<file path="src/rtl/double_ended_queue_defines.svh">
// ----------------------------------------------------------------------------
// double_ended_queue_defines
// assertion macros used by the queue control module
// ----------------------------------------------------------------------------
`ifndef DOUBLE_ENDED_QUEUE_DEFINES_SVH
`define DOUBLE_ENDED_QUEUE_DEFINES_SVH

// property that must hold at every clock edge out of reset
`define DQ_CHECK(name, prop, msg) \
	name: assert property (@(posedge clk) disable iff (!arst_n) (prop)) \
		else $error(msg);

// consequence checked in the cycle after the trigger
`define DQ_CHECK_NEXT(name, trig, cons, msg) \
	name: assert property (@(posedge clk) disable iff (!arst_n) (trig) |=> (cons)) \
		else $error(msg);

`endif

</file>
<file path="src/rtl/dq_pkg.sv">
// ----------------------------------------------------------------------------
// dq_pkg
// types and constants shared by the double-ended queue modules
// ----------------------------------------------------------------------------
package dq_pkg;

	localparam int DEPTH  = 16;
	localparam int SLOT_W = $clog2(DEPTH);
	localparam int WORD_W = 32;

	typedef logic [SLOT_W-1:0] slot_t;
	typedef logic signed [WORD_W-1:0] word_t;

	typedef enum logic [1:0] {
		OP_PUSH_FRONT = 2'd0,
		OP_PUSH_REAR  = 2'd1,
		OP_POP_FRONT  = 2'd2,
		OP_POP_REAR   = 2'd3
	} op_t;

	typedef enum logic [1:0] {
		ST_DONE  = 2'd0,
		ST_FULL  = 2'd1,
		ST_EMPTY = 2'd2
	} status_t;

	// per-cell controls
	typedef struct packed {
		logic shift;
		logic load;
		logic sel;
	} cell_ctl_t;

	// outcome of the current command
	typedef struct packed {
		status_t status;
		logic    pop_ok;
	} res_info_t;

endpackage

</file>
<file path="src/rtl/double_ended_queue.sv">
// ----------------------------------------------------------------------------
// double_ended_queue
// double-ended queue of signed 32-bit words held in a row of cells
// ----------------------------------------------------------------------------
// usage:
//   command channel: cmd_valid, cmd_stall, operation, push_value. a word is
//   taken at a clock edge with cmd_valid high and cmd_stall low. operation
//   selects push front, push rear, pop front or pop rear.
//   result channel: res_valid, res_stall, pop_value, status. exactly one
//   result word per command, in command order.
//   result: registered, it appears in the cycle after its command is taken.
//   throughput: one command per cycle while cmd_stall is low; the whole
//   decision, including the one-slot shift of every cell on a front push at
//   slot 0, completes in the cycle the command is taken.
//   stall: while a result is held and res_stall is high, cmd_stall is raised
//   and the held result stays unchanged.
//   reset: arst_n clears the queue to empty and drops any pending result;
//   stored words are not cleared and are never read before being written.
// ----------------------------------------------------------------------------
module double_ended_queue (
	input  logic        clk,
	input  logic        arst_n,
	input  logic        cmd_valid,
	output logic        cmd_stall,
	input  logic [1:0]  operation,
	input  logic signed [31:0] push_value,
	output logic        res_valid,
	input  logic        res_stall,
	output logic signed [31:0] pop_value,
	output logic [1:0]  status
);

	dq_pkg::cell_ctl_t cell_ctl  [dq_pkg::DEPTH];
	dq_pkg::word_t     cell_word [dq_pkg::DEPTH];
	dq_pkg::word_t     rd_word   [dq_pkg::DEPTH];
	dq_pkg::res_info_t info;
	dq_pkg::word_t     rd_bus;
	dq_pkg::word_t     pop_value_d;
	logic              fire;
	logic              res_valid_q;
	dq_pkg::word_t     pop_value_q;
	dq_pkg::status_t   status_q;

	assign cmd_stall = res_valid_q && res_stall;
	assign fire      = cmd_valid && !cmd_stall;

	dq_ctrl u_ctrl (
		.clk      (clk),
		.arst_n   (arst_n),
		.fire     (fire),
		.op       (dq_pkg::op_t'(operation)),
		.cell_ctl (cell_ctl),
		.info     (info)
	);

	for (genvar i = 0; i < dq_pkg::DEPTH; i++) begin : g_cell
		dq_pkg::word_t prev_word;
		if (i == 0) begin : g_bottom
			assign prev_word = '0;
		end else begin : g_link
			assign prev_word = cell_word[i-1];
		end
		dq_cell u_cell (
			.clk        (clk),
			.ctl        (cell_ctl[i]),
			.push_value (push_value),
			.prev_word  (prev_word),
			.word       (cell_word[i]),
			.rd_word    (rd_word[i])
		);
	end

	always_comb begin
		rd_bus = '0;
		for (int i = 0; i < dq_pkg::DEPTH; i++) begin
			rd_bus = rd_bus | rd_word[i];
		end
		if (info.status == dq_pkg::ST_EMPTY) begin
			pop_value_d = '1;
		end else if (info.pop_ok) begin
			pop_value_d = rd_bus;
		end else begin
			pop_value_d = '0;
		end
	end

	always_ff @(posedge clk or negedge arst_n) begin
		if (!arst_n) begin
			res_valid_q <= 1'b0;
		end else if (fire) begin
			res_valid_q <= 1'b1;
		end else if (!res_stall) begin
			res_valid_q <= 1'b0;
		end
	end

	always_ff @(posedge clk) begin
		if (fire) begin
			pop_value_q <= pop_value_d;
			status_q    <= info.status;
		end
	end

	assign res_valid = res_valid_q;
	assign pop_value = pop_value_q;
	assign status    = status_q;

endmodule

</file>
<file path="src/rtl/dq_cell.sv">
// ----------------------------------------------------------------------------
// dq_cell
// one storage slot of the queue: loads a pushed word, takes its lower
// neighbour's word on a shift, and drives its word onto the read bus
// ----------------------------------------------------------------------------
module dq_cell (
	input  logic              clk,
	input  dq_pkg::cell_ctl_t ctl,
	input  dq_pkg::word_t     push_value,
	input  dq_pkg::word_t     prev_word,
	output dq_pkg::word_t     word,
	output dq_pkg::word_t     rd_word
);

	dq_pkg::word_t word_q;

	always_ff @(posedge clk) begin
		if (ctl.load) begin
			word_q <= push_value;
		end else if (ctl.shift) begin
			word_q <= prev_word;
		end
	end

	assign word    = word_q;
	// zero unless selected, so the bus is a plain or
	assign rd_word = ctl.sel ? word_q : '0;

endmodule

</file>
<file path="src/rtl/dq_ctrl.sv">
// ----------------------------------------------------------------------------
// dq_ctrl
// front and rear tracking for the queue; decodes each command into per-cell
// load, shift and select controls
// ----------------------------------------------------------------------------
`include "double_ended_queue_defines.svh"

module dq_ctrl (
	input  logic                clk,
	input  logic                arst_n,
	input  logic                fire,
	input  dq_pkg::op_t         op,
	output dq_pkg::cell_ctl_t   cell_ctl [dq_pkg::DEPTH],
	output dq_pkg::res_info_t   info
);

	localparam dq_pkg::slot_t LAST = dq_pkg::SLOT_W'(dq_pkg::DEPTH - 1);

	dq_pkg::slot_t            front_q;
	dq_pkg::slot_t            rear_q;
	logic                     empty_q;
	dq_pkg::slot_t            front_d;
	dq_pkg::slot_t            rear_d;
	logic                     empty_d;
	logic                     wr_en;
	dq_pkg::slot_t            wr_slot;
	logic                     shift;
	logic                     rd_en;
	dq_pkg::slot_t            rd_slot;
	logic [dq_pkg::DEPTH-1:0] load_vec;

	always_ff @(posedge clk or negedge arst_n) begin
		if (!arst_n) begin
			front_q <= '0;
			rear_q  <= '0;
			empty_q <= 1'b1;
		end else if (fire) begin
			front_q <= front_d;
			rear_q  <= rear_d;
			empty_q <= empty_d;
		end
	end

	always_comb begin
		front_d     = front_q;
		rear_d      = rear_q;
		empty_d     = empty_q;
		wr_en       = 1'b0;
		wr_slot     = '0;
		shift       = 1'b0;
		rd_en       = 1'b0;
		rd_slot     = front_q;
		info.status = dq_pkg::ST_DONE;
		info.pop_ok = 1'b0;
		case (op)
			dq_pkg::OP_PUSH_FRONT: begin
				if (empty_q) begin
					wr_en   = 1'b1;
					empty_d = 1'b0;
					front_d = '0;
					rear_d  = '0;
				end else if (front_q != '0) begin
					wr_en   = 1'b1;
					wr_slot = front_q - 1'b1;
					front_d = front_q - 1'b1;
				end else if (rear_q == LAST) begin
					info.status = dq_pkg::ST_FULL;
				end else begin
					// whole run moves up one slot, new word lands at the bottom
					shift  = 1'b1;
					wr_en  = 1'b1;
					rear_d = rear_q + 1'b1;
				end
			end
			dq_pkg::OP_PUSH_REAR: begin
				if (empty_q) begin
					wr_en   = 1'b1;
					empty_d = 1'b0;
					front_d = '0;
					rear_d  = '0;
				end else if (rear_q == LAST) begin
					info.status = dq_pkg::ST_FULL;
				end else begin
					wr_en   = 1'b1;
					wr_slot = rear_q + 1'b1;
					rear_d  = rear_q + 1'b1;
				end
			end
			dq_pkg::OP_POP_FRONT: begin
				if (empty_q) begin
					info.status = dq_pkg::ST_EMPTY;
				end else begin
					rd_en       = 1'b1;
					rd_slot     = front_q;
					info.pop_ok = 1'b1;
					if (front_q == rear_q) begin
						empty_d = 1'b1;
						front_d = '0;
						rear_d  = '0;
					end else begin
						front_d = front_q + 1'b1;
					end
				end
			end
			dq_pkg::OP_POP_REAR: begin
				if (empty_q) begin
					info.status = dq_pkg::ST_EMPTY;
				end else begin
					rd_en       = 1'b1;
					rd_slot     = rear_q;
					info.pop_ok = 1'b1;
					if (front_q == rear_q) begin
						empty_d = 1'b1;
						front_d = '0;
						rear_d  = '0;
					end else begin
						rear_d = rear_q - 1'b1;
					end
				end
			end
			default: begin
				info.status = dq_pkg::ST_DONE;
			end
		endcase
	end

	always_comb begin
		for (int i = 0; i < dq_pkg::DEPTH; i++) begin
			load_vec[i]       = fire && wr_en && (wr_slot == dq_pkg::SLOT_W'(i));
			cell_ctl[i].load  = load_vec[i];
			cell_ctl[i].shift = fire && shift;
			cell_ctl[i].sel   = rd_en && (rd_slot == dq_pkg::SLOT_W'(i));
		end
	end

	`DQ_CHECK(a_empty_slots, empty_q |-> (front_q == '0 && rear_q == '0),
		"empty queue with nonzero slots")
	`DQ_CHECK(a_slot_order, !empty_q |-> (front_q <= rear_q), "front above rear")
	`DQ_CHECK(a_one_load, $onehot0(load_vec), "more than one cell loaded")
	`DQ_CHECK_NEXT(a_full_holds, fire && info.status == dq_pkg::ST_FULL,
		$stable(rear_q) && $stable(front_q) && !empty_q, "refused push moved state")
	`DQ_CHECK_NEXT(a_shift_rear, fire && shift, (rear_q == $past(rear_q) + 1'b1) && front_q == '0,
		"shift did not advance rear")

endmodule

</file>
<file path="config.mk">
export PLATFORM = sky130hd
export DESIGN_NAME = double_ended_queue
export DESIGN_NICKNAME = d
export VERILOG_FILES = /design/src/rtl/dq_pkg.sv /design/src/rtl/double_ended_queue.sv /design/src/rtl/dq_cell.sv /design/src/rtl/dq_ctrl.sv
export VERILOG_INCLUDE_DIRS = /design/src /design/src/rtl
export SDC_FILE = /design/constraint.sdc
export NUM_CORES = 1
export LEC_CHECK = 0
export ABC_AREA = 1
export BUFFER_PORTS_ARGS = -buffer_cell sky130_fd_sc_hd__buf_2
export CORE_ASPECT_RATIO = 1.75
export CORE_MARGIN = 10
export CORE_UTILIZATION = 25
export CTS_CLUSTER_DIAMETER = 40
export CTS_CLUSTER_SIZE = 20
export DETAILED_ROUTE_END_ITERATION = 12
export PLACE_DENSITY = 0.44
export SKIP_CTS_REPAIR_TIMING = 1
export SYNTH_ARGS = -nofsm -noshare
export SYNTH_HDL_FRONTEND = slang
export SYNTH_HIERARCHICAL = 1
export SYNTH_SLANG_ARGS = --single-unit
</file>
<file path="constraint.sdc">
create_clock -name clk -period 6.8 [get_ports clk]
set_input_delay 0.34 -clock clk [delete_from_list [all_inputs] [get_ports clk]]
set_output_delay 0.34 -clock clk [all_outputs]
set_load 0.05 [all_outputs]
</file>
Word-level counts from Yosys, hierarchy flattened:

Index checks and enable logic that the tools add are counted.

* mux-type cells: 92
* bitwise logic cells: 15
* reduce and logical (&&, ||, !) cells: 61
* eq/ne operators: 44
* add/sub/neg operators: 4

Operators by type and width (number)
* 2-to-1 mux 32 bit: 49
* OR 32 bit: 15
* 2-to-1 mux 4 bit: 19
* == test 4 bit, second input constant: 17
* logical AND 1 bit: 36
* == test 4 x 3 -> 1 bit, second input constant: 8
* one-hot mux 4 bit (4 select lines): 2
* nonzero test 2 bit: 16
* == test 4 x 2 -> 1 bit, second input constant: 4
* 2-to-1 mux 1 bit: 14
* adder 4 x 1 -> 4 bit, second input constant: 2
* == test 4 x 1 -> 1 bit, second input constant: 2
* zero test 4 bit: 2
* 2-to-1 mux 2 bit: 4
* != test 2 x 1 -> 1 bit, second input constant: 4
* one-hot mux 4 bit (2 select lines): 1
* subtractor 4 x 1 -> 4 bit, second input constant: 2
* == test 2 bit, second input constant: 3
* one-hot mux 2 bit (3 select lines): 1
* AND reduction 6 bit: 1
* AND reduction 5 bit: 1
* == test 4 bit: 1
* != test 2 bit, second input constant: 2
* one-hot mux 1 bit (2 select lines): 2
* 7 further kinds: 8

* output and inout bits: 36
* input port bits: 38
* bits in registers: 556
* word-level logic and storage cells: 238

Logic depth before layout (Yosys ltp):

Gate-level depths: netlist of the first run.

* word-level depth: 21
* mapped depth: 17
* gate-level depth less buffers: 16

Cells and area by module:

The synthesis of the first run kept the hierarchy.

By module, submodules not included
* dq_cell: sequential area each 960.9 um^2, times used 16, cells an instance 204, area each 1664.1 um^2
* double_ended_queue: sequential area each 1046.0 um^2, times used 1, cells an instance 593, area each 3169.3 um^2
* dq_ctrl: sequential area each 226.5 um^2, times used 1, cells an instance 253, area each 1488.9 um^2

Worst setup path before layout of the first run:

OpenSTA, ideal clock, no wires.

* kind: reg-to-reg
* start point: register res_valid_q (netlist: res_valid)
* end point: register g_cell[0].u_cell.word_q[0], enable pin
* slack: 1.672 ns
* arrival: 4.753 ns
* library setup time: 0.375 ns
* data required time: 6.425 ns
* period minus slack after synthesis: 5.128 ns
* path buffers: 1
* cell stages (with the launch flop): 8
* cells stage by stage: dfrtp_1 -> nand2_1 -> inv_1 -> nor2_1 -> inv_1 -> nor4_1 -> buf_4 -> or2_2

RTL lines
* start: declaration: line double_ended_queue.sv:40 `logic res_valid_q;`
* start signal: assignment: line double_ended_queue.sv:89 `res_valid_q <= 1'b0;`
* start signal: assignment: line double_ended_queue.sv:91 `res_valid_q <= 1'b1;`
* start signal: assignment: line double_ended_queue.sv:93 `res_valid_q <= 1'b0;`
* end signal: assignment: line dq_cell.sv:19 `word_q <= push_value;`
* end signal: assignment: line dq_cell.sv:21 `word_q <= prev_word;`
* end: declaration: line dq_cell.sv:15 `dq_pkg::word_t word_q;`

==> flow_results.xml, run 1 <==
<?xml version="1.0" encoding="UTF-8"?>
<metrics>
  <group name="synthesis">
    <metric name="synthesis.area_per_instance" unit="sq um">7.61</metric>
    <metric name="netlist_area" unit="sq um">31300</metric>
    <metric name="synthTopCellsByArea" unit="">sky130_fd_sc_hd__edfxtp_1 52%, sky130_fd_sc_hd__nand2_1 28%, sky130_fd_sc_hd__inv_1 6.5%</metric>
    <metric name="yosys.cell_count.top_type" unit="">sky130_fd_sc_hd__nand2_1</metric>
    <metric name="synthFlopType" unit="">sky130_fd_sc_hd__edfxtp_1</metric>
    <metric name="ys_top_cells_by_count" unit="">2356 x sky130_fd_sc_hd__nand2_1, 546 x sky130_fd_sc_hd__edfxtp_1, 538 x sky130_fd_sc_hd__inv_1</metric>
    <metric name="postSynth.asyncResetShare" unit="%">1.80</metric>
    <metric name="synth_area_leader_cell" unit="">sky130_fd_sc_hd__edfxtp_1</metric>
    <metric name="seq_area_frac_synth" unit="%">53.2</metric>
    <metric name="synthesis_stage_register_bit_count" unit="">556</metric>
    <metric name="number_of_standard_cells_after_synthesis" unit="">4110</metric>
    <metric name="synth_edf_count" unit="">546</metric>
    <metric name="synth_top_area_share" unit="%">52.4</metric>
    <metric name="yosys.cell_types.count" unit="">29</metric>
    <metric name="ys.warnings.count" unit="">6</metric>
  </group>
  <group name="place">
    <metric name="dp_cells" unit="">5702</metric>
    <metric name="number_of_port_buffers" unit="">73</metric>
    <metric name="hpwl" unit="mm">64.0</metric>
    <metric name="finalWeightedCongestion" unit="">0.785</metric>
    <metric name="post_dp_cell_area" unit="sq um">32500</metric>
  </group>
  <group name="critical_path">
    <metric name="library_cell_contributing_the_largest_single_delay_on_the_critical_path" unit="">sky130_fd_sc_hd__or2_2</metric>
    <metric name="endpoint_kind" unit="">flip-flop</metric>
    <metric name="regToRegSetupSlack" unit="ns">2.82</metric>
    <metric name="timing_worst_setup_path_type" unit="">flip-flop to flip-flop</metric>
    <metric name="timing.critical_path.arrival" unit="ns">4.27</metric>
    <metric name="path_cells" unit="">inv_1, ha_1, or2_2, nand3_1, nand2_1, nor2_1, nand2_1, nor2_4, or2_2</metric>
    <metric name="crit-reg2reg-launch" unit="">u_ctrl/front_q[0]$_DFFE_PN0P_</metric>
    <metric name="timing.critical_path.fanout_max" unit="">34</metric>
    <metric name="setup.worst_path.start" unit="">u_ctrl/front_q[0]$_DFFE_PN0P_</metric>
    <metric name="cp_data_required_time" unit="ns">7.09</metric>
    <metric name="cp-start-kind" unit="">flip-flop</metric>
    <metric name="max_stage_delay" unit="ns">0.94</metric>
  </group>
  <group name="layout">
    <metric name="layout.nets" unit="">4190</metric>
    <metric name="fillers" unit="">13400</metric>
    <metric name="layout.cell_area.non_filler" unit="sq um">35500</metric>
    <metric name="ff_latch_area" unit="sq um">16600</metric>
    <metric name="multi_input_comb_area" unit="sq um">11100</metric>
    <metric name="layout.cells.non_filler" unit="">5860</metric>
    <metric name="drive_above_1_share" unit="%">8.30</metric>
    <metric name="area_growth" unit="%">13.5</metric>
  </group>
  <group name="sta">
    <metric name="fin_skew" unit="ns">0.0323</metric>
    <metric name="tightest_slew" unit="ns">1.10</metric>
    <metric name="clock.fmax" unit="MHz">251</metric>
    <metric name="final-setup-viol-count" unit="">0</metric>
    <metric name="timing.max_slew.rel_slack" unit="%">26.4</metric>
    <metric name="timing.final.crit_period" unit="ns">3.98</metric>
    <metric name="grt_setup_unrepaired" unit="">false</metric>
    <metric name="slew_viol_final" unit="">0</metric>
    <metric name="period_utilization" unit="%">58.5</metric>
    <metric name="hold_viol" unit="">0</metric>
    <metric name="totalNegativeSetupSlack" unit="ns">0</metric>
  </group>
  <group name="grt">
    <metric name="grt_max_degree" unit="">39</metric>
    <metric name="grt_remaining_overflow" unit="">0</metric>
    <metric name="groute.usage.overall" unit="%">12.3</metric>
    <metric name="first_global_vias" unit="">22700</metric>
    <metric name="antenna_found_initial" unit="">9</metric>
    <metric name="wire_length_of_the_first_global_routing_pass" unit="mm">135</metric>
  </group>
  <group name="run_status">
    <metric name="run_status" unit="">finished, final reports clean</metric>
  </group>
  <group name="floorplanning">
    <metric name="die_x_extent" unit="um">287</metric>
    <metric name="boundaryPins" unit="">74</metric>
    <metric name="number_of_placement_rows" unit="">171</metric>
    <metric name="fp.coreArea" unit="sq um">124000</metric>
    <metric name="die-area" unit="sq um">140000</metric>
    <metric name="die_y" unit="um">488</metric>
    <metric name="initial_utilization" unit="%">25.2</metric>
  </group>
  <group name="min_path">
    <metric name="hp-start" unit="">operation[1]</metric>
    <metric name="worst_hold_path_type" unit="">primary input to flip-flop</metric>
  </group>
  <group name="routing">
    <metric name="vias_per_inst" unit="">3.95</metric>
    <metric name="drt.antenna.violating_nets" unit="">0</metric>
    <metric name="drc_violations_left" unit="">0</metric>
    <metric name="wl_per_cell" unit="um">14.8</metric>
    <metric name="first_pass_iters" unit="">7</metric>
    <metric name="dr.first_iter.drc_count" unit="">1378</metric>
    <metric name="vias" unit="">23200</metric>
    <metric name="wl" unit="mm">86.9</metric>
  </group>
  <group name="clock_network">
    <metric name="cts_tree" unit="">done</metric>
    <metric name="htree_num_levels" unit="">3</metric>
    <metric name="cts.sink_count" unit="">556</metric>
    <metric name="insertion_delay" unit="ns">0.68</metric>
    <metric name="clock_tree.root_cell" unit="">sky130_fd_sc_hd__clkbuf_16</metric>
    <metric name="cts.reportedPaths.clkPinSlew" unit="ns">0.05</metric>
    <metric name="numCtsBuffers" unit="">84</metric>
    <metric name="ctsLongestPathBuffers" unit="">3</metric>
  </group>
  <group name="power_and_ir_drop">
    <metric name="vdd_ir_drop_max" unit="mV">0.167</metric>
    <metric name="p_leak" unit="nW">19.1</metric>
    <metric name="power_density_over_the_cells" unit="nW/um^2">303</metric>
  </group>
  <group name="flow_run">
    <metric name="cap_violations" unit="">0</metric>
  </group>
</metrics>
[flip-flops by register name, indices dropped and copies added (netlist names)]
| register | cells |
|---|---|
| res_valid | 1 |
| u_ctrl/empty_q | 1 |
| u_ctrl/front_q | 4 |
| g_cell.u_cell/word | 512 |
| u_ctrl/rear_q | 4 |
| status | 2 |
| pop_value | 32 |
[metal layers]
layer  part of all wire, %  vias to the layer above  global-route usage (%)  wire (um)
met5                     0                        -                       0          0
met4                   2.4                        0                    4.49       2130
met3                   3.8                      111                    1.57       3300
met2                    53                      394                    23.3      46100
met1                    41                    10300                    13.7      35400
li1                      -                    12400                       -          -
[final cells by class]
type                            instances  share of cell area [%]
Clock buffer                           94                    6.15
Inverter                              560                    6.03
Sequential cell                       556                    46.9
Tap cell                             1643                    5.79
Clock inverter                         60                    2.13
Multi-Input combinational cell       2840                    31.3
Antenna cell                            1                 0.00705
Timing Repair Buffer                  106                    1.75
[cells in the final DEF (no fill, tap or decap), types with 6 or more instances in the layout]
cell | Yosys | layout
sky130_fd_sc_hd__buf_2 | 3 | 73
sky130_fd_sc_hd__buf_4 | 113 | 30
sky130_fd_sc_hd__bufinv_16 | 0 | 13
sky130_fd_sc_hd__clkbuf_1 | 0 | 8
sky130_fd_sc_hd__clkbuf_16 | 0 | 86
sky130_fd_sc_hd__clkinv_2 | 0 | 7
sky130_fd_sc_hd__clkinv_4 | 0 | 10
sky130_fd_sc_hd__clkinvlp_4 | 0 | 13
sky130_fd_sc_hd__conb_1 | 1 | 32
sky130_fd_sc_hd__dfrtp_1 | 9 | 9
sky130_fd_sc_hd__edfxtp_1 | 546 | 546
sky130_fd_sc_hd__inv_1 | 538 | 538
sky130_fd_sc_hd__inv_2 | 6 | 6
sky130_fd_sc_hd__inv_4 | 16 | 16
sky130_fd_sc_hd__inv_6 | 0 | 11
sky130_fd_sc_hd__nand2_1 | 2356 | 2356
sky130_fd_sc_hd__nand2_2 | 6 | 6
sky130_fd_sc_hd__nand3_1 | 24 | 24
sky130_fd_sc_hd__nand3_2 | 7 | 7
sky130_fd_sc_hd__nor2_1 | 365 | 332
sky130_fd_sc_hd__nor2_2 | 3 | 30
sky130_fd_sc_hd__nor2_4 | 0 | 6
sky130_fd_sc_hd__or2_2 | 19 | 19
[where the power goes]
group          total, mW  internal (mW)  switching, mW
logic               1.84          0.443           1.39
clock network       4.58           2.84           1.74
registers           4.32           4.17          0.154
[critical path: cells and delay by family, from the launching register on]
kind / cells / cell delay [ns]
adders and majority gates: 1 / 0.27
buffers and inverters: 1 / 0.14
DFF: 1 / 0.47
and+or+nand+nor: 7 / 2.67
[stage by stage]
step                      utilization, %  total power [mW]  hold slack (ns)  setup slack (ns)
after floorplan                        -              5.64           0.0444              1.67
after global placement              26.2              6.26            0.261              2.60
after detailed placement            26.2              6.26            0.270              2.74
after CTS                           28.5              10.9           -0.447              2.73
after global routing                28.6              11.3            0.145              2.49
final                               28.6              10.7            0.125              2.82
[cell families after synthesis]
family | count (synthesis) | share of synthesized area, %
and+or+nand+nor | 2790 | 34.1
adders and majority gates | 4 | 0.160
xor gates and xnor gates | 4 | 0.112
buffers and inverters | 745 | 12.1
DFF | 556 | 53.2
other | 1 | 0.0120
AOI/OAI and AO/OA | 10 | 0.304
[path summary, 6_finish.rpt]
check                                                       endpoint  cells after the start
worst max register to register  g_cell[13].u_cell/word[20]$_DFFE_PP_                      9
max in group asynchronous                 u_ctrl/empty_q$_DFFE_PN1P_                      2
min in group asynchronous                      res_valid$_DFFE_PN0P_                      2
worst max-delay path            g_cell[13].u_cell/word[20]$_DFFE_PP_                      9
worst min register to register   g_cell[7].u_cell/word[24]$_DFFE_PP_                      2
worst min-delay path                      u_ctrl/empty_q$_DFFE_PN1P_                      3
(Power assumes the default switching activity.)
==> run 2: changes to the inputs <==
ABC_AREA = 0   (was 1)
PLACE_DENSITY = 0.45   (was 0.44)
clock period = 3.6 ns   (was 6.8 ns; I/O delays follow)
==> run 2 against run 1 <==
  * Area after synthesis is 2.7% higher
  * Clock-buffer cell count is 12 lower
  * Non-clock buffer count is 101 higher
  * Critical path depth stayed put
  * Sequential share of layout area is 2.9 points lower
  * Via count is 22% lower
  * First-iteration DRC count is 23% lower
  * Core utilization is 0.99 points higher
  * Design area is 6.5% higher
  * Hold slack worse by 0.11 ns
==> flow_results.xml, run 2 <==
<?xml version="1.0" encoding="UTF-8"?>
<metrics>
  <group name="clock_network">
    <metric name="clock_tree.root_cell" unit="">sky130_fd_sc_hd__clkbuf_16</metric>
    <metric name="htree_num_levels" unit="">3</metric>
    <metric name="cts.reportedPaths.clkPinSlew" unit="ns">0.05</metric>
    <metric name="cts.sink_count" unit="">556</metric>
    <metric name="numCtsBuffers" unit="">76</metric>
    <metric name="cts_tree" unit="">done</metric>
    <metric name="ctsLongestPathBuffers" unit="">3</metric>
    <metric name="insertion_delay" unit="ns">0.70</metric>
  </group>
  <group name="sta">
    <metric name="slew_viol_final" unit="">0</metric>
    <metric name="clock.fmax" unit="MHz">294</metric>
    <metric name="tightest_slew" unit="ns">1.06</metric>
    <metric name="grt_setup_unrepaired" unit="">false</metric>
    <metric name="fin_skew" unit="ns">0.0497</metric>
    <metric name="hold_viol" unit="">0</metric>
    <metric name="timing.max_slew.rel_slack" unit="%">28.9</metric>
    <metric name="totalNegativeSetupSlack" unit="ns">0</metric>
    <metric name="timing.final.crit_period" unit="ns">3.40</metric>
    <metric name="period_utilization" unit="%">94.5</metric>
    <metric name="final-setup-viol-count" unit="">0</metric>
  </group>
  <group name="synthesis">
    <metric name="synthesis_stage_register_bit_count" unit="">556</metric>
    <metric name="post_synth_and_or_nand_nor_area_fraction" unit="%">17.4</metric>
    <metric name="ys.warnings.count" unit="">6</metric>
    <metric name="synth_adder_area_share" unit="%">0.156</metric>
    <metric name="synthXorXnorAreaFrac" unit="%">0.210</metric>
    <metric name="synth_top_family_by_area" unit="">multiplexers</metric>
    <metric name="postSynth.asyncResetShare" unit="%">1.80</metric>
    <metric name="yosys.cell_types.count" unit="">63</metric>
    <metric name="synth_top_area_share" unit="%">51.0</metric>
    <metric name="seq_area_frac_synth" unit="%">51.8</metric>
    <metric name="number_of_standard_cells_after_synthesis" unit="">2099</metric>
    <metric name="ys_top_cells_by_count" unit="">546 x sky130_fd_sc_hd__edfxtp_1, 515 x sky130_fd_sc_hd__and2_1, 464 x sky130_fd_sc_hd__mux2_4</metric>
    <metric name="synthesis.area_per_instance" unit="sq um">15.3</metric>
    <metric name="synth_area_leader_cell" unit="">sky130_fd_sc_hd__edfxtp_1</metric>
    <metric name="synthFlopType" unit="">sky130_fd_sc_hd__edfxtp_1</metric>
    <metric name="netlist_area" unit="sq um">32100</metric>
    <metric name="yosys.cell_count.top_type" unit="">sky130_fd_sc_hd__edfxtp_1</metric>
    <metric name="synth-compound-area-share" unit="%">1.96</metric>
    <metric name="synthTopCellsByArea" unit="">sky130_fd_sc_hd__edfxtp_1 51%, sky130_fd_sc_hd__mux2_4 22%, sky130_fd_sc_hd__and2_1 10%</metric>
    <metric name="muxShareOfSynthArea" unit="%">23.5</metric>
    <metric name="synth_edf_count" unit="">546</metric>
  </group>
  <group name="grt">
    <metric name="grt_remaining_overflow" unit="">0</metric>
    <metric name="first_global_vias" unit="">20000</metric>
    <metric name="grt_max_degree" unit="">38</metric>
    <metric name="groute.usage.overall" unit="%">14.6</metric>
    <metric name="antenna_found_initial" unit="">10</metric>
    <metric name="wire_length_of_the_first_global_routing_pass" unit="mm">151</metric>
  </group>
  <group name="critical_path">
    <metric name="timing.critical_path.arrival" unit="ns">3.81</metric>
    <metric name="cp_data_required_time" unit="ns">4.00</metric>
    <metric name="setup.worst_path.start" unit="">u_ctrl/front_q[0]$_DFFE_PN0P_</metric>
    <metric name="timing.critical_path.fanout_max" unit="">8</metric>
    <metric name="timing_worst_setup_path_type" unit="">flip-flop to flip-flop</metric>
    <metric name="endpoint_kind" unit="">flip-flop</metric>
    <metric name="crit-reg2reg-launch" unit="">u_ctrl/front_q[0]$_DFFE_PN0P_</metric>
    <metric name="cp-start-kind" unit="">flip-flop</metric>
  </group>
  <group name="power_and_ir_drop">
    <metric name="finalPower" unit="mW">20.1</metric>
    <metric name="vdd_ir_drop_max" unit="mV">0.449</metric>
    <metric name="power_density_over_the_cells" unit="nW/um^2">531</metric>
    <metric name="p_leak" unit="nW">13.9</metric>
  </group>
  <group name="floorplanning">
    <metric name="die_y" unit="um">494</metric>
    <metric name="die_x_extent" unit="um">291</metric>
    <metric name="fp.coreArea" unit="sq um">128000</metric>
    <metric name="initial_utilization" unit="%">25.1</metric>
    <metric name="number_of_placement_rows" unit="">174</metric>
    <metric name="boundaryPins" unit="">74</metric>
    <metric name="die-area" unit="sq um">144000</metric>
  </group>
  <group name="layout">
    <metric name="most_used_cells_in_the_layout_excluding_fill_and_tap_cells" unit="">546 x sky130_fd_sc_hd__edfxtp_1, 514 x sky130_fd_sc_hd__and2_1, 464 x sky130_fd_sc_hd__mux2_4</metric>
    <metric name="largest_reg_flops" unit="">512</metric>
    <metric name="area_growth" unit="%">17.7</metric>
    <metric name="final_common_cell" unit="">sky130_fd_sc_hd__edfxtp_1</metric>
    <metric name="fillers" unit="">12800</metric>
    <metric name="layout.cell_area.non_filler" unit="sq um">37800</metric>
    <metric name="layout.nets" unit="">2309</metric>
    <metric name="drive_above_1_share" unit="%">44.6</metric>
    <metric name="ff_latch_area" unit="sq um">16600</metric>
    <metric name="multi_input_comb_area" unit="sq um">14300</metric>
  </group>
  <group name="run_status">
    <metric name="run_status" unit="">finished, final reports clean</metric>
  </group>
  <group name="routing">
    <metric name="wl" unit="mm">108</metric>
    <metric name="first_pass_iters" unit="">5</metric>
    <metric name="vias" unit="">18200</metric>
    <metric name="wl_per_cell" unit="um">26.9</metric>
    <metric name="dr.first_iter.drc_count" unit="">1063</metric>
    <metric name="drc_violations_left" unit="">0</metric>
    <metric name="drt.antenna.violating_nets" unit="">0</metric>
    <metric name="vias_per_inst" unit="">4.54</metric>
  </group>
  <group name="place">
    <metric name="finalWeightedCongestion" unit="">0.804</metric>
    <metric name="post_dp_cell_area" unit="sq um">35000</metric>
    <metric name="hpwl" unit="mm">72.8</metric>
    <metric name="number_of_port_buffers" unit="">73</metric>
  </group>
  <group name="min_path">
    <metric name="worst_hold_path_type" unit="">primary input to async pin</metric>
  </group>
  <group name="flow_run">
    <metric name="cap_violations" unit="">0</metric>
  </group>
</metrics>
-- run 2: cell count changes in the layout (fill, tap and decap cells not counted), sizes merged, moves of 24 or more --
cell,delta
nand2,-2353
inv,-551
and2,+515
mux2,+512
nor2,-325
nor4,+128
buf,+99
a21o,+33
nand4,+27
nand3,-24
-- run 2: kinds of logic (layout without fill, tap and decap cells) --
logic type	Yosys count	after routing
simple gates	786	786
flops	556	556
mux	515	515
buf+inv	156	353
compound gates	75	75
xor+xnor	6	6
fa+ha+maj	4	4
other cells	1	36
-- run 2: worst paths after layout --
kind                                                        to  slack (ns)  cells after the start
max                         g_cell[4].u_cell/word[7]$_DFFE_PP_        0.20                      9
min                                 u_ctrl/empty_q$_DFFE_PN1P_        0.02                      2
max reg2reg                 g_cell[4].u_cell/word[7]$_DFFE_PP_        0.20                      9
min reg2reg                 g_cell[5].u_cell/word[4]$_DFFE_PP_        0.55                      1
max in group asynchronous        u_ctrl/front_q[2]$_DFFE_PN0P_        2.54                      3
min in group clk           g_cell[15].u_cell/word[9]$_DFFE_PP_        0.06                      2
-- run 2: worst max-delay path, cell delays in order, from the launching register on --
cell and delay (ns):
sky130_fd_sc_hd__dfrtp_1 0.38, sky130_fd_sc_hd__inv_1 0.10, sky130_fd_sc_hd__ha_1 0.27, sky130_fd_sc_hd__nor3b_2 0.42, sky130_fd_sc_hd__nor3_1 0.08, sky130_fd_sc_hd__o21ai_1 0.31, sky130_fd_sc_hd__nand3b_1 0.42, sky130_fd_sc_hd__nor2_4 0.55
sky130_fd_sc_hd__buf_4 0.27, sky130_fd_sc_hd__mux2_4 0.31
-- run 2: per-stage QoR --
stage	hold WS, ns	setup WS (ns)	instances	util [%]
global placement	0.0939	0.259	3856	27.4
global route	0.0429	0.126	4000	29.5
floorplan	-0.116	0.0486	2130	-
finish	0.0158	0.197	4003	29.5
CTS	-0.641	0.228	3994	29.5
detailed placement	0.0978	0.282	3856	27.4
-- run 2: metal layers --
| metal | wire, um | GRT usage, % | up-vias | part of all wire, % |
|---|---|---|---|---|
| met2 | 63000 | 30.1 | 429 | 59 |
| li1 | - | - | 8079 | - |
| met3 | 3290 | 2.13 | 206 | 3.1 |
| met5 | 37 | 0 | - | 0.034 |
| met1 | 37500 | 14.1 | 9459 | 35 |
| met4 | 3680 | 5.40 | 6 | 3.4 |
-- run 2: final cells by class --
type	instances	area share, %
clock inverters	56	2.16
inverters	8	0.0794
clock buffers	82	5.09
well taps	1672	5.53
diodes	4	0.0265
repair buffers	207	5.41
flip-flops and latches	556	44.0
multi-input cells	1418	37.7
-- run 2: power by group --
part           switching [mW]  leakage [nW]  internal [mW]
Clock                    3.40          1.30           4.93
Combinational            2.33          7.49           1.51
Sequential              0.230          5.08           7.69
